**src/design/uue_pkg.sv**
```systemverilog
package uue_pkg;

    // Line buffer depth in bytes.
    localparam int BUFFER_BYTES = 64;
    localparam int BUF_AW = $clog2(BUFFER_BYTES);

    localparam logic [5:0] MAX_DECLARED_RESET = 6'd45;

    // Result status codes.
    localparam logic [2:0] ST_BYTE       = 3'd0;
    localparam logic [2:0] ST_TERMINATOR = 3'd1;
    localparam logic [2:0] ST_EMPTY      = 3'd2;
    localparam logic [2:0] ST_BAD_CHAR   = 3'd3;
    localparam logic [2:0] ST_TOO_MANY   = 3'd4;
    localparam logic [2:0] ST_TRUNCATED  = 3'd5;
    localparam logic [2:0] ST_TRAILING   = 3'd6;

    localparam logic [7:0] CHAR_BACKTICK = 8'h60;
    localparam logic [7:0] CHAR_LOW      = 8'h20;
    localparam logic [7:0] CHAR_HIGH     = 8'h5F;
    localparam logic [7:0] CHAR_SPACE    = 8'h20;
    localparam logic [7:0] CHAR_TAB      = 8'h09;

    typedef struct packed {
        logic [7:0] char_code;
        logic       end_of_line;
    } uue_in_t;

    typedef struct packed {
        logic [7:0] data_byte;
        logic [2:0] status;
        logic       last;
    } uue_out_t;

    typedef struct packed {
        logic       valid;
        logic [5:0] value;
    } sextet_t;

    // Commands from the controller to the datapath.
    typedef struct packed {
        logic take_char;
        logic take_eol;
        logic load_status;
        logic rd_en;
    } uue_cmd_t;

    // Status from the datapath to the controller.
    typedef struct packed {
        logic [2:0] verdict;
        logic       out_free;
        logic       q_valid;
        logic       rd_last;
    } uue_stat_t;

    function automatic sextet_t sextet_of(input logic [7:0] c);
        sextet_t s;
        s.valid = 1'b0;
        s.value = 6'd0;
        if (c == CHAR_BACKTICK) begin
            s.valid = 1'b1;
        end else if (c >= CHAR_LOW && c <= CHAR_HIGH) begin
            s.valid = 1'b1;
            s.value = 6'(c - CHAR_LOW);
        end
        return s;
    endfunction

    // Characters of payload for n bytes: ceil(n/3) groups of four.
    // The divide by three is a multiply by 171/512, exact for this range.
    function automatic logic [6:0] payload_chars(input logic [5:0] n);
        logic [6:0]  n2;
        logic [15:0] prod;
        logic [4:0]  groups;
        n2 = {1'b0, n} + 7'd2;
        prod = 16'(n2) * 16'd171;
        groups = prod[13:9];
        return {groups, 2'b00};
    endfunction

endpackage

```
**src/design/uue_ctrl.sv**
```systemverilog
module uue_ctrl (
    input  logic               aclk,
    input  logic               aresetn,
    input  logic               s_valid,
    input  logic               s_end_of_line,
    output logic               s_ready,
    input  uue_pkg::uue_stat_t dp_stat,
    output uue_pkg::uue_cmd_t  dp_cmd
);
    import uue_pkg::*;

    typedef enum logic [1:0] {
        S_LINE,
        S_STATUS,
        S_READ,
        S_FLUSH
    } state_t;

    state_t state_reg;
    state_t state_next;

    always_comb begin
        state_next = state_reg;
        dp_cmd     = '0;
        s_ready    = 1'b0;
        case (state_reg)
            S_LINE: begin
                s_ready = 1'b1;
                if (s_valid) begin
                    if (s_end_of_line) begin
                        dp_cmd.take_eol = 1'b1;
                        state_next = (dp_stat.verdict == ST_BYTE) ? S_READ : S_STATUS;
                    end else begin
                        dp_cmd.take_char = 1'b1;
                    end
                end
            end
            S_STATUS: begin
                if (dp_stat.out_free) begin
                    dp_cmd.load_status = 1'b1;
                    state_next = S_LINE;
                end
            end
            S_READ: begin
                if (!dp_stat.q_valid || dp_stat.out_free) begin
                    dp_cmd.rd_en = 1'b1;
                    if (dp_stat.rd_last) begin
                        state_next = S_FLUSH;
                    end
                end
            end
            S_FLUSH: begin
                // Wait until the last byte has moved into the output register.
                if (!dp_stat.q_valid || dp_stat.out_free) begin
                    state_next = S_LINE;
                end
            end
            default: begin
                state_next = S_LINE;
            end
        endcase
    end

    always_ff @(posedge aclk) begin
        if (!aresetn) begin
            state_reg <= S_LINE;
        end else begin
            state_reg <= state_next;
        end
    end

endmodule

```
**src/design/uue_dpath.sv**
```systemverilog
module uue_dpath (
    input  logic              aclk,
    input  logic              aresetn,
    input  logic              cfg_wr_en,
    input  logic [5:0]        cfg_wr_data,
    input  uue_pkg::uue_in_t  s_data,
    input  logic              m_ready,
    output logic              m_valid,
    output uue_pkg::uue_out_t m_data,
    input  uue_pkg::uue_cmd_t dp_cmd,
    output uue_pkg::uue_stat_t dp_stat
);
    import uue_pkg::*;

    logic [5:0] max_declared_reg;
    logic [6:0] char_pos_reg,      char_pos_next;
    logic [5:0] declared_reg,      declared_next;
    logic [6:0] payload_chars_reg, payload_chars_next;
    logic [1:0] phase_reg,         phase_next;
    logic [5:0] prev_sextet_reg,   prev_sextet_next;
    logic [5:0] buf_count_reg,     buf_count_next;
    logic [2:0] length_status_reg, length_status_next;
    logic       bad_reg,           bad_next;
    logic       trailing_reg,      trailing_next;

    logic [2:0] eol_status_reg;
    logic [5:0] drain_cnt_reg;
    logic [5:0] rd_ptr_reg;
    logic       q_valid_reg;
    logic       q_last_reg;
    logic [7:0] mem_q_reg;
    logic       out_valid_reg;
    uue_out_t   out_reg;

    logic [7:0] line_buffer [BUFFER_BYTES];

    sextet_t    sx;
    logic [5:0] s_val;
    logic [7:0] byte_val;
    logic       wr_en;
    logic [2:0] verdict;
    logic       out_free;
    logic       out_load_q;

    assign sx    = sextet_of(s_data.char_code);
    assign s_val = sx.valid ? sx.value : 6'd0;

    always_comb begin
        case (phase_reg)
            2'd1:    byte_val = {prev_sextet_reg, s_val[5:4]};
            2'd2:    byte_val = {prev_sextet_reg[3:0], s_val[5:2]};
            2'd3:    byte_val = {prev_sextet_reg[1:0], s_val};
            default: byte_val = 8'd0;
        endcase
    end

    // Line state update on a character, and clearing of the line state on end of line.
    always_comb begin
        char_pos_next      = char_pos_reg;
        declared_next      = declared_reg;
        payload_chars_next = payload_chars_reg;
        phase_next         = phase_reg;
        prev_sextet_next   = prev_sextet_reg;
        buf_count_next     = buf_count_reg;
        length_status_next = length_status_reg;
        bad_next           = bad_reg;
        trailing_next      = trailing_reg;
        wr_en              = 1'b0;
        if (dp_cmd.take_eol) begin
            char_pos_next      = 7'd0;
            declared_next      = 6'd0;
            payload_chars_next = 7'd0;
            phase_next         = 2'd0;
            prev_sextet_next   = 6'd0;
            buf_count_next     = 6'd0;
            length_status_next = ST_BYTE;
            bad_next           = 1'b0;
            trailing_next      = 1'b0;
        end else if (dp_cmd.take_char) begin
            if (char_pos_reg == 7'd0) begin
                if (!sx.valid) begin
                    length_status_next = ST_BAD_CHAR;
                end else begin
                    declared_next      = sx.value;
                    payload_chars_next = payload_chars(sx.value);
                    if (sx.value == 6'd0) begin
                        length_status_next = ST_TERMINATOR;
                    end else if (sx.value > max_declared_reg
                                 || 7'(sx.value) > 7'(BUFFER_BYTES)) begin
                        length_status_next = ST_TOO_MANY;
                    end else begin
                        length_status_next = ST_BYTE;
                    end
                end
            end else if (length_status_reg == ST_BYTE) begin
                if (char_pos_reg <= payload_chars_reg) begin
                    if (!sx.valid) begin
                        bad_next = 1'b1;
                    end
                    phase_next       = phase_reg + 2'd1;
                    prev_sextet_next = s_val;
                    // Each sextet after the first of a group completes one byte.
                    if (phase_reg != 2'd0 && buf_count_reg < declared_reg
                        && 7'(buf_count_reg) < 7'(BUFFER_BYTES)) begin
                        wr_en          = 1'b1;
                        buf_count_next = buf_count_reg + 6'd1;
                    end
                end else if (s_data.char_code != CHAR_SPACE
                             && s_data.char_code != CHAR_TAB) begin
                    trailing_next = 1'b1;
                end
            end
            if (char_pos_reg != 7'h7F) begin
                char_pos_next = char_pos_reg + 7'd1;
            end
        end
    end

    // Verdict on the line as it stands, used when end of line is taken.
    always_comb begin
        if (char_pos_reg == 7'd0) begin
            verdict = ST_EMPTY;
        end else if (length_status_reg != ST_BYTE) begin
            verdict = length_status_reg;
        end else if (char_pos_reg <= payload_chars_reg) begin
            verdict = ST_TRUNCATED;
        end else if (trailing_reg) begin
            verdict = ST_TRAILING;
        end else if (bad_reg) begin
            verdict = ST_BAD_CHAR;
        end else begin
            verdict = ST_BYTE;
        end
    end

    assign out_free   = !out_valid_reg || m_ready;
    assign out_load_q = q_valid_reg && out_free;

    assign dp_stat.verdict  = verdict;
    assign dp_stat.out_free = out_free;
    assign dp_stat.q_valid  = q_valid_reg;
    assign dp_stat.rd_last  = (rd_ptr_reg == drain_cnt_reg - 6'd1);

    always_ff @(posedge aclk) begin
        if (!aresetn) begin
            max_declared_reg  <= MAX_DECLARED_RESET;
            char_pos_reg      <= 7'd0;
            declared_reg      <= 6'd0;
            payload_chars_reg <= 7'd0;
            phase_reg         <= 2'd0;
            prev_sextet_reg   <= 6'd0;
            buf_count_reg     <= 6'd0;
            length_status_reg <= ST_BYTE;
            bad_reg           <= 1'b0;
            trailing_reg      <= 1'b0;
            eol_status_reg    <= ST_BYTE;
            drain_cnt_reg     <= 6'd0;
            rd_ptr_reg        <= 6'd0;
            q_valid_reg       <= 1'b0;
            out_valid_reg     <= 1'b0;
        end else begin
            if (cfg_wr_en) begin
                max_declared_reg <= cfg_wr_data;
            end
            char_pos_reg      <= char_pos_next;
            declared_reg      <= declared_next;
            payload_chars_reg <= payload_chars_next;
            phase_reg         <= phase_next;
            prev_sextet_reg   <= prev_sextet_next;
            buf_count_reg     <= buf_count_next;
            length_status_reg <= length_status_next;
            bad_reg           <= bad_next;
            trailing_reg      <= trailing_next;
            if (dp_cmd.take_eol) begin
                eol_status_reg <= verdict;
                drain_cnt_reg  <= declared_reg;
                rd_ptr_reg     <= 6'd0;
            end else if (dp_cmd.rd_en) begin
                rd_ptr_reg <= rd_ptr_reg + 6'd1;
            end
            if (dp_cmd.rd_en) begin
                q_valid_reg <= 1'b1;
            end else if (out_load_q) begin
                q_valid_reg <= 1'b0;
            end
            if (dp_cmd.load_status || out_load_q) begin
                out_valid_reg <= 1'b1;
            end else if (m_ready) begin
                out_valid_reg <= 1'b0;
            end
        end
    end

    // Line buffer: one write and one registered read per cycle.
    always_ff @(posedge aclk) begin
        if (wr_en) begin
            line_buffer[buf_count_reg[BUF_AW-1:0]] <= byte_val;
        end
        if (dp_cmd.rd_en) begin
            mem_q_reg  <= line_buffer[rd_ptr_reg[BUF_AW-1:0]];
            q_last_reg <= dp_stat.rd_last;
        end
    end

    always_ff @(posedge aclk) begin
        if (dp_cmd.load_status) begin
            out_reg.data_byte <= 8'd0;
            out_reg.status    <= eol_status_reg;
            out_reg.last      <= 1'b1;
        end else if (out_load_q) begin
            out_reg.data_byte <= mem_q_reg;
            out_reg.status    <= ST_BYTE;
            out_reg.last      <= q_last_reg;
        end
    end

    assign m_valid = out_valid_reg;
    assign m_data  = out_reg;

endmodule

```
**src/design/uue_line_decoder_core.sv**
```systemverilog
// Channel      Direction  Handshake          Transaction payload
// s_ (input)   in         s_valid / s_ready  uue_in_t: char_code, end_of_line
// m_ (result)  out        m_valid / m_ready  uue_out_t: data_byte, status, last
// cfg_         in         cfg_wr_en          cfg_wr_data: max_declared, no wait
//
// Character transactions are always accepted in line intake, so a line streams in
// at one character per cycle; each decoded byte is written to the line buffer as
// its sextet arrives. After the end-of-line transaction the input is held off: a
// status line then loads its result once the result register is free, and a valid
// line of n bytes drains at one byte per cycle while m_ready is high, through the
// buffer's registered read port.
// Reset (aresetn, synchronous, active low) clears all control and line state and
// sets max_declared to 45; the line buffer needs no clearing pass.
// The result register lets the next line start while the last result still waits.
module uue_line_decoder_core (
    input  logic              aclk,
    input  logic              aresetn,
    input  logic              s_valid,
    output logic              s_ready,
    input  uue_pkg::uue_in_t  s_data,
    output logic              m_valid,
    input  logic              m_ready,
    output uue_pkg::uue_out_t m_data,
    input  logic              cfg_wr_en,
    input  logic [5:0]        cfg_wr_data
);
    import uue_pkg::*;

    // Commands and status between the sequencer and the decode datapath.
    uue_cmd_t  dp_cmd;
    uue_stat_t dp_stat;

    // The controller walks through line intake, status emission and buffer drain.
    uue_ctrl u_ctrl (
        .aclk          (aclk),
        .aresetn       (aresetn),
        .s_valid       (s_valid),
        .s_end_of_line (s_data.end_of_line),
        .s_ready       (s_ready),
        .dp_stat       (dp_stat),
        .dp_cmd        (dp_cmd)
    );

    // The datapath holds the sextet decoder, the line checks, the line buffer and
    // the result register.
    uue_dpath u_dpath (
        .aclk        (aclk),
        .aresetn     (aresetn),
        .cfg_wr_en   (cfg_wr_en),
        .cfg_wr_data (cfg_wr_data),
        .s_data      (s_data),
        .m_ready     (m_ready),
        .m_valid     (m_valid),
        .m_data      (m_data),
        .dp_cmd      (dp_cmd),
        .dp_stat     (dp_stat)
    );

endmodule
```
**config.mk**
```make
export PLATFORM = sky130hd
export DESIGN_NAME = uue_line_decoder_core
export DESIGN_NICKNAME = d
export VERILOG_FILES = /design/src/design/uue_pkg.sv /design/src/design/uue_ctrl.sv /design/src/design/uue_dpath.sv /design/src/design/uue_line_decoder_core.sv
export SDC_FILE = /design/constraint.sdc
export NUM_CORES = 1
export LEC_CHECK = 0
export BUFFER_PORTS_ARGS = -buffer_cell sky130_fd_sc_hd__buf_2
export CAP_MARGIN = 20
export CORE_ASPECT_RATIO = 0.7
export CORE_MARGIN = 4
export CORE_UTILIZATION = 55
export DETAILED_ROUTE_END_ITERATION = 7
export GPL_ROUTABILITY_DRIVEN = 0
export PLACE_DENSITY_LB_ADDON = 0.08
export RECOVER_POWER = 100
export SETUP_SLACK_MARGIN = 0.05
export SYNTH_ARGS = -nofsm -noshare
export SYNTH_HDL_FRONTEND = slang
export SYNTH_SLANG_ARGS = --single-unit
```
**constraint.sdc**
```tcl
create_clock -name aclk -period 5.05 [get_ports aclk]
set_input_delay 1.01 -clock aclk [delete_from_list [all_inputs] [get_ports aclk]]
set_output_delay 1.01 -clock aclk [all_outputs]
set_load 0.02 [all_outputs]
```
==> impl_metrics.json, run 1 <==
{
  "tritoncts": "yes",
  "timing.final.crit_share_pct": 95.2,
  "clk-insertion-delay-late_ps": 590,
  "die-height_um": 186,
  "numCtsBuffers": 54,
  "yosys_warnings": 0,
  "synth.lib_cells_used.distinct": 66,
  "ys_ff_latch": 595,
  "clock-root-buffer": "sky130_fd_sc_hd__clkbuf_16",
  "place_inst": 2069,
  "nNetsFinal": 1621,
  "ys.flop_type": "sky130_fd_sc_hd__edfxtp_1",
  "finalPower_uw": 9500,
  "clk_transition_reported_paths_ps": 60,
  "instances_no_fill": 2171,
  "fin_worst_hold_slack_ps": 449,
  "classification_of_the_worst_slack_hold_path": "reg2reg",
  "areaGrowthSynthToFinish_pct": 11.3,
  "startpoint_kind_of_the_worst_setup_timing_path": "input port",
  "number_of_buffers_added_on_ports": 33,
  "synthCells": 1437,
  "core_area_sq_mm": 0.0442,
  "yosysTopAreaCell": "sky130_fd_sc_hd__edfxtp_1",
  "place_worst_setup_slack_ps": -355,
  "vias": 13100,
  "drt_pre_antenna_iters": 6,
  "finalClockSkew_ps": 14.7,
  "netlist_top_cells_area": "sky130_fd_sc_hd__edfxtp_1 (63%), sky130_fd_sc_hd__mux4_2 (14%), sky130_fd_sc_hd__dfxtp_1 (5.7%)",
  "effective_utilization_at_floorplan_pct": 56.4,
  "crit_path_max_fanout": 7,
  "min_period_ps": 4810,
  "worst_ir_drop_vdd_uv": 277,
  "grt_start_max_net_pins": 65,
  "timing.hold.worst.start": "u_dpath.payload_chars_reg[4]",
  "syn_area_per_cell_sq_um": 17.3,
  "synth_most_common_cell": "sky130_fd_sc_hd__edfxtp_1",
  "r2r_start": "u_dpath.payload_chars_reg[5]",
  "timing.slew.headroom_pct": -98.7,
  "layout-drive-gt1-share_pct": 19.8,
  "num_antenna_cells": 0,
  "worst_ep_arrival_time_ps": 5330,
  "antenna_found_initial": 0,
  "synth_largest_type_area_fraction_pct": 63.1,
  "timing.final.hold_violations": 0,
  "yosys-top-cells-count": "sky130_fd_sc_hd__edfxtp_1 (524), sky130_fd_sc_hd__mux4_2 (152), sky130_fd_sc_hd__nor2_1 (129)",
  "ant_nets": 0,
  "syn_area_sq_mm": 0.0249,
  "placementRows": 64,
  "grt_overflow_total": 0,
  "failed_checks": "capacitance limit, slew limit",
  "postRouteWirelength_um": 54100,
  "gr-usage-all-layers_pct": 22.4,
  "max_clock_freq_mhz": 208,
  "first_global_vias": 12800,
  "leakagePower_uw": 0.00881,
  "cts_max_level": 2,
  "grt_pass1_wl_um": 82100,
  "fp.dieW_um": 262,
  "wire_per_inst_um": 24.9,
  "drtIter0Drc": 1445,
  "drcViolationCount": 0,
  "setup_failing_eps_final": 0,
  "cts_buffer_depth": 3,
  "tightest_slew_ps": 2980,
  "fin_setup_tns_ps": 0,
  "maxSlewViolCount": 257,
  "async_flop_share_pct": 0,
  "route.detailed.vias_per_inst": 6.04,
  "cp-end-kind": "flop",
  "synth_enable_flop_cells": 524,
  "largest_register_ffs": 512,
  "detailed_place_hpwl_um": 34800,
  "synth-seq-area-share_pct": 68.8,
  "critPathKind": "in2reg",
  "cts_num_sinks": 595,
  "floorplan.io_pins": 34,
  "power-per-cell-area_mw_per_mm2": 342,
  "floorplan.die_area_sq_mm": 0.0488,
  "cp.required_ps": 5580,
  "final_critical_path_setup_slack_ps": 245,
  "fillCellCount": 3214,
  "outcome": "complete, but fails checks",
  "cp-startpoint": "s_data[6]",
  "drv.max_cap_violation_count": 7
}
==> cell type report <==
type	instances	area (sq um)	area share (%)
Sequential cell	595	17200	61.9
Multi-Input combinational cell	714	7340	26.4
Clock buffer	69	1460	5.26
Tap cell	594	743	2.68
Timing Repair Buffer	121	643	2.32
Clock inverter	30	216	0.780
Inverter	48	180	0.649
==> metrics by stage <==
| stage | instance area (sq um) | utilization [%] |
|---|---|---|
| after floorplan | 25000 | - |
| after global placement | 26300 | 59.6 |
| after detailed placement | 26300 | 59.6 |
| after CTS | 28000 | 63.4 |
| after global routing | 27700 | 62.8 |
| final | 27700 | 62.8 |
==> cell families after synthesis <==
family,count (synthesis),synth area share (%)
other,2,0.0301
AOI/OAI and AO/OA,123,3.63
buffers and inverters,129,2.06
adders and majority gates,67,3.63
and+or+nand+nor,312,5.90
muxes,181,14.9
DFF,595,68.8
xor gates and xnor gates,28,0.984
==> power by group <==
| group | total (uW) | internal [uW] | switching (uW) |
|---|---|---|---|
| clock network | 3900 | 2140 | 1750 |
| logic | 309 | 134 | 175 |
| registers | 5290 | 5280 | 10.0 |
| total | 9500 | 7560 | 1940 |
==> path summary, 6_finish.rpt <==
kind	to	slack (ps)	cells past startpoint
setup / recovery	u_dpath.payload_chars_reg[4]	240	21
hold / removal	u_dpath.payload_chars_reg[4]	450	2
setup reg to reg	u_dpath.line_buffer[15][7]	550	9
hold reg to reg	u_dpath.payload_chars_reg[4]	450	2
==> critical path, stage by stage <==
cell	delay, ps
sky130_fd_sc_hd__buf_2	180
sky130_fd_sc_hd__xor2_4	180
sky130_fd_sc_hd__and2_4	180
sky130_fd_sc_hd__nand2_4	50
sky130_fd_sc_hd__inv_2	70
sky130_fd_sc_hd__ha_4	130
sky130_fd_sc_hd__and3_4	200
sky130_fd_sc_hd__xor2_4	210
sky130_fd_sc_hd__ha_1	190
sky130_fd_sc_hd__inv_2	40
sky130_fd_sc_hd__fa_2	350
sky130_fd_sc_hd__fa_1	510
sky130_fd_sc_hd__inv_1	60
sky130_fd_sc_hd__fa_1	450
sky130_fd_sc_hd__ha_1	300
sky130_fd_sc_hd__a21o_1	190
sky130_fd_sc_hd__a221oi_2	290
sky130_fd_sc_hd__o211ai_1	190
sky130_fd_sc_hd__a2111oi_2	390
sky130_fd_sc_hd__a31oi_1	80
sky130_fd_sc_hd__nand2_1	70
==> metal layers <==
metal	part of all wire [%]	GRT usage, %	up-vias
met5	0	0	-
met4	1.6	4.23	0
met3	7.9	3.96	63
met2	43	32.3	466
met1	48	36.5	6749
li1	-	-	5830
==> timing repair <==
action                     CTS  global route
setup endpoints to repair    0             1
buffers inserted             0             1
hold buffers                 0             0
gates resized for setup      0             2
==> cells in the final DEF (no fill, tap or decap), types with 6 or more instances in the layout <==
cell                        Yosys  routed
sky130_fd_sc_hd__edfxtp_1     524     524
sky130_fd_sc_hd__mux4_2       152     152
sky130_fd_sc_hd__nor2_1       129     130
sky130_fd_sc_hd__nand2_1       75      74
sky130_fd_sc_hd__clkbuf_1      47      74
sky130_fd_sc_hd__dfxtp_1       71      69
sky130_fd_sc_hd__ha_1          58      56
sky130_fd_sc_hd__clkbuf_16      0      56
sky130_fd_sc_hd__inv_1         48      46
sky130_fd_sc_hd__buf_4          1      33
sky130_fd_sc_hd__a21oi_1       29      28
sky130_fd_sc_hd__mux2i_1       26      26
sky130_fd_sc_hd__buf_2         15      17
sky130_fd_sc_hd__xnor2_1       15      15
sky130_fd_sc_hd__nand3_1       13      13
sky130_fd_sc_hd__clkinv_1       0      13
sky130_fd_sc_hd__nor2b_1       12      12
sky130_fd_sc_hd__and3_1        13      11
sky130_fd_sc_hd__xor2_1        13      11
sky130_fd_sc_hd__nor3_1        11      11
sky130_fd_sc_hd__clkinv_2       0      11
sky130_fd_sc_hd__o21ai_0       10      10
sky130_fd_sc_hd__a211o_1        9       9
sky130_fd_sc_hd__nand2b_1       8       8
sky130_fd_sc_hd__a22oi_1        8       8
sky130_fd_sc_hd__nand4_1        8       8
sky130_fd_sc_hd__a21boi_0       8       8
sky130_fd_sc_hd__fa_1           9       8
sky130_fd_sc_hd__a222oi_1       6       6
sky130_fd_sc_hd__or3_1          6       6
sky130_fd_sc_hd__o21ai_1        6       6
sky130_fd_sc_hd__clkbuf_2       0       6
(Power assumes the default switching activity.)
==> run 2, diff against run 1 <==
Clock period 5.05 ns to 4.46 ns, I/O delays scaled along.
==> run 2 against run 1 <==
Compared with the run above:
- the flow finishes with violations (setup timing)
- sequential share of layout area shrank 1.7 points
- clock skew is 3.0 ps lower
- largest power group unchanged
- setup slack worse by 350 ps
- sequential power rose by 13%
- final cell count up 2.4%
- via count is 2.2% higher
- wire length up 2.9%
==> impl_metrics.json, run 2 (same netlist as run 1, synthesis figures left out) <==
{
  "cts_num_sinks": 595,
  "power-per-cell-area_mw_per_mm2": 383,
  "fillCellCount": 3171,
  "mostFrequentLayoutCells": "sky130_fd_sc_hd__edfxtp_1 (524), sky130_fd_sc_hd__mux4_2 (152), sky130_fd_sc_hd__buf_4 (136)",
  "final_core_utilization_pct": 64.6,
  "largest_register_ffs": 512,
  "failed_checks": "setup timing",
  "detailed_place_hpwl_um": 36300,
  "number_of_buffers_added_on_ports": 33,
  "fin_worst_hold_slack_ps": 456,
  "place_inst": 2115,
  "layout.area.seq_sq_mm": 0.0172,
  "final_critical_path_setup_slack_ps": -107,
  "floorplan.io_pins": 34,
  "outcome": "complete, but fails checks",
  "grt_pass1_wl_um": 85000,
  "clk_transition_reported_paths_ps": 60,
  "cts_buffer_depth": 3,
  "cp-end-kind": "flop",
  "finalClockSkew_ps": 11.6,
  "startpoint_kind_of_the_worst_setup_timing_path": "input port",
  "core_area_sq_mm": 0.0442,
  "worst_path_dominant_cell_family": "adder cells",
  "crit_path_max_fanout": 4,
  "drv.max_cap_violation_count": 0,
  "nNetsFinal": 1676,
  "critical-path-max-stage-delay_ps": 550,
  "path_cells": "buf_12 -> xor2_4 -> and2_4 -> nand2_4 -> inv_4 -> ha_4 -> and3_4 -> xor2_4 -> ha_4 -> inv_2 -> fa_2 -> fa_1 -> inv_2 -> fa_1 -> ha_4 -> a21o_1 -> a221oi_4 -> o211ai_1 -> a2111oi_2 -> a31oi_1 -> nand2_1",
  "leakagePower_uw": 0.00935,
  "cts_max_level": 2,
  "critPathSlowestCell": "sky130_fd_sc_hd__fa_1",
  "first_global_vias": 13200,
  "floorplan.die_area_sq_mm": 0.0488,
  "effective_utilization_at_floorplan_pct": 56.4,
  "layout-drive-gt1-share_pct": 26.5,
  "placementRows": 64,
  "setup_repair_after_global_routing_missed_its_margin": "yes",
  "gr-usage-all-layers_pct": 23.2,
  "instances_no_fill": 2223,
  "tritoncts": "yes",
  "num_antenna_cells": 0,
  "timing.slew.headroom_pct": 4.00,
  "cp.required_ps": 4980,
  "postRouteWirelength_um": 55700,
  "critPathKind": "in2reg",
  "clock-root-buffer": "sky130_fd_sc_hd__clkbuf_16",
  "final_common_cell": "sky130_fd_sc_hd__edfxtp_1",
  "tightest_slew_ps": 1430,
  "wire_per_inst_um": 25.1,
  "setup_failing_eps_final": 4,
  "fp.dieW_um": 262,
  "timing.final.hold_violations": 0,
  "ant_nets": 0,
  "drcViolationCount": 0,
  "min_period_ps": 4570,
  "die-height_um": 186,
  "clk-insertion-delay-late_ps": 580,
  "worst_ir_drop_vdd_uv": 354,
  "antenna_found_initial": 0,
  "route.detailed.vias_per_inst": 6.03,
  "fin_setup_tns_ps": -248,
  "maxSlewViolCount": 0,
  "drt_pre_antenna_iters": 5,
  "cts_hold_buffers": 0,
  "vias": 13400,
  "drtIter0Drc": 1478,
  "timing.final.crit_share_pct": 102,
  "areaGrowthSynthToFinish_pct": 14.5,
  "worst_path_most_repeated_cell": "sky130_fd_sc_hd__ha_4",
  "worst_ep_arrival_time_ps": 5080,
  "classification_of_the_worst_slack_hold_path": "reg2reg",
  "multi_input_gate_area_in_the_final_layout_sq_mm": 0.00747,
  "grt_start_max_net_pins": 65,
  "max_clock_freq_mhz": 219,
  "grt_overflow_total": 0,
  "numCtsBuffers": 55,
  "critPathBufInv": 4
}
-- run 2: repair_timing --
item | CTS | global route
setup buffers | 6 | 2
hold endpoints to repair | 0 | 0
setup endpoints to repair | 5 | 5
pin swaps | 9 | 7
resized for setup | 11 | 9
cloned | 0 | 0
-- run 2: cell type report --
cell class / count / share of cell area, %
timing repair buffer: 175 / 4.45
tap: 594 / 2.60
multi-input combinational: 714 / 26.2
sequential: 595 / 60.1
clock inverter: 28 / 0.991
inverter: 48 / 0.640
clock buffer: 69 / 5.01
-- run 2: power breakdown --
group	switching [uW]	internal, uW
Combinational	212	174
Clock	1950	2600
Sequential	11.1	5980
-- run 2: per-layer routing --
layer  track usage (%)  routed length [um]  vias to the layer above
li1                  -                   -                     5922
met1              37.5               26000                     6879
met2              33.7               24400                      526
met3              4.28                4360                       65
met4              4.23                 830                        2
met5              1.64                 112                        -
-- run 2: worst paths after layout --
path	to	slack (ps)	startpoint	depth (start not counted)
worst min register to register	u_dpath.m_data[8]	460	u_dpath.m_data[8]	2
worst max-delay path	u_dpath.payload_chars_reg[4]	-110	s_data[6]	21
worst max register to register	u_dpath.line_buffer[26][0]	760	u_dpath.payload_chars_reg[6]	8
worst min-delay path	u_dpath.m_data[8]	460	u_dpath.m_data[8]	2
-- run 2: stage by stage --
| stage | total power (uW) | area (sq um) | setup WS, ps |
|---|---|---|---|
| final | 10900 | 28500 | -107 |
| after global routing | 11300 | 28500 | -277 |
| after CTS | 11000 | 28500 | -91.7 |
| after detailed placement | 6460 | 26700 | -881 |
| after global placement | 6450 | 26700 | -820 |
| after floorplan | 6330 | 25000 | -479 |
-- run 2: tightest hold or removal path, cell delays in order, from the launching register on --
cell and delay, ps:
sky130_fd_sc_hd__dfxtp_1 310, sky130_fd_sc_hd__nand2_1 50, sky130_fd_sc_hd__a21oi_1 50
==> run 3, diff against run 2 <==
Settings changed: SETUP_SLACK_MARGIN 0.05 to unset.
==> run 3 against run 2 <==
Compared with the run above:
- critical path type unchanged
- final cell count is the same
- setup slack about the same
- the flow still finishes with violations (setup timing)
- wire length is essentially flat
- via count is essentially flat
- clock-buffer cell count is the same
- sequential power barely moved
- sequential share of layout area did not move
- critical endpoint unchanged
- combinational power barely moved
- clock skew is essentially flat
- register-to-register slack about the same
- worst hold slack barely moved
==> impl_metrics.json, run 3 (same netlist as run 1, synthesis figures left out) <==
{
  "outcome": "complete, but fails checks",
  "failed_checks": "setup timing",
  "ant_nets": 0,
  "finalClockSkew_ps": 11.5,
  "classification_of_the_worst_slack_hold_path": "reg2reg",
  "startpoint_kind_of_the_worst_setup_timing_path": "input port",
  "first_global_vias": 13200,
  "die-height_um": 186,
  "cts_max_level": 2,
  "wire_per_inst_um": 25.1,
  "maxSlewViolCount": 0,
  "drtIter0Drc": 1478,
  "drv.max_cap_violation_count": 0,
  "cp-end-kind": "flop",
  "worst_path_most_repeated_cell": "sky130_fd_sc_hd__ha_4",
  "critPathKind": "in2reg",
  "final_common_cell": "sky130_fd_sc_hd__edfxtp_1",
  "cp.required_ps": 4980,
  "fp.dieW_um": 262,
  "grt_start_max_net_pins": 65,
  "worst_ir_drop_vdd_uv": 354,
  "critPathSlowestCell": "sky130_fd_sc_hd__fa_1",
  "setup_repair_after_global_routing_missed_its_margin": "yes",
  "cts_buffer_depth": 3,
  "leakagePower_uw": 0.00935,
  "largest_register_ffs": 512,
  "clock-root-buffer": "sky130_fd_sc_hd__clkbuf_16",
  "path_cells": "buf_12 -> xor2_4 -> and2_4 -> nand2_4 -> inv_4 -> ha_4 -> and3_4 -> xor2_4 -> ha_4 -> inv_2 -> fa_2 -> fa_1 -> inv_2 -> fa_1 -> ha_4 -> a21o_1 -> a221oi_4 -> o211ai_1 -> a2111oi_2 -> a31oi_1 -> nand2_1",
  "tritoncts": "yes",
  "stdcell_area_sq_mm": 0.0285,
  "postRouteWirelength_um": 55700,
  "grt_busiest_layer": "met1",
  "critical-path-max-stage-delay_ps": 550,
  "final_critical_path_setup_slack_ps": -107,
  "antenna_found_initial": 0,
  "effective_utilization_at_floorplan_pct": 56.4,
  "grt_pass1_wl_um": 85000,
  "max_clock_freq_mhz": 219,
  "vias": 13400,
  "placedInstanceArea_sq_mm": 0.0267,
  "timing.final.crit_share_pct": 102,
  "floorplan.io_pins": 34,
  "nNetsFinal": 1676,
  "drcViolationCount": 0,
  "core_area_sq_mm": 0.0442,
  "drt_pre_antenna_iters": 5,
  "floorplan.die_area_sq_mm": 0.0488,
  "min_period_ps": 4570,
  "areaGrowthSynthToFinish_pct": 14.5,
  "detailed_place_hpwl_um": 36300,
  "fraction_of_met1_tracks_used_by_global_routing_pct": 37.5,
  "route.detailed.vias_per_inst": 6.03,
  "timing.final.hold_violations": 0,
  "numCtsBuffers": 55,
  "finalPower_uw": 10900,
  "worst_ep_arrival_time_ps": 5080,
  "mostFrequentLayoutCells": "sky130_fd_sc_hd__edfxtp_1 (524), sky130_fd_sc_hd__mux4_2 (152), sky130_fd_sc_hd__buf_4 (136)",
  "setup_failing_eps_final": 4,
  "timing.slew.headroom_pct": 4.02,
  "num_antenna_cells": 0,
  "clk-insertion-delay-late_ps": 580,
  "crit_path_max_fanout": 4,
  "grt_overflow_total": 0,
  "cts_num_sinks": 595,
  "number_of_buffers_added_on_ports": 33,
  "tightest_slew_ps": 1430,
  "gr-usage-all-layers_pct": 23.2,
  "layout-drive-gt1-share_pct": 26.5,
  "groute.layer.met3.usage_pct": 4.28,
  "cts_hold_buffers": 0,
  "grtUsageMet2_pct": 33.6,
  "power-per-cell-area_mw_per_mm2": 383,
  "placementRows": 64,
  "clk_transition_reported_paths_ps": 60
}
## run 3: path summary, 6_finish.rpt
kind	slack [ps]	to	startpoint	depth (start not counted)
setup reg to reg	760	u_dpath.line_buffer[26][0]	u_dpath.payload_chars_reg[6]	8
hold / removal	460	u_dpath.m_data[8]	u_dpath.m_data[8]	2
hold reg to reg	460	u_dpath.m_data[8]	u_dpath.m_data[8]	2
setup / recovery	-110	u_dpath.payload_chars_reg[4]	s_data[6]	21
## run 3: routing by layer
metal | wire [um] | share of wire (%)
met5 | 112 | 0.20
met4 | 830 | 1.5
met3 | 4180 | 7.5
met2 | 24400 | 44
met1 | 26200 | 47
## run 3: critical path, delay by kind of cell
kind,cells,cell delay [ps]
AOI/OAI and AO/OA,5,1050
and+or+nand+nor,4,530
xor gates and xnor gates,2,430
adders and majority gates,6,1920
buffers and inverters,4,240
## run 3: power by group
part	leakage (uW)	internal, uW	switching, uW
clock network	0.000838	2600	1950
registers	0.00540	5980	11.1
logic	0.00310	174	212
## run 3: area by class of cell
cell class                 instances  area, sq um
clock buffer                      69         1430
clock inverter                    28          283
multi-input combinational        714         7470
tap                              594          743
sequential                       595        17200
timing repair buffer             175         1270
fill                            3171        15700
inverter                          48          183
## run 3: metrics by stage
stage,cells,worst slack (ps),setup TNS [ps],util [%],hold slack (ps)
global placement,2115,-820,-3440,60.4,441
detailed placement,2115,-881,-3750,60.4,449
CTS,2218,-91.7,-168,64.4,458
global route,2223,-277,-983,64.6,480
finish,2223,-107,-250,64.6,455
floorplan,1438,-479,-1710,-,430
## run 3: repair_timing
item                       CTS  global route
pin swaps                    8             7
gates resized for setup      9            11
setup buffers                6             2
setup endpoints to repair    5             5
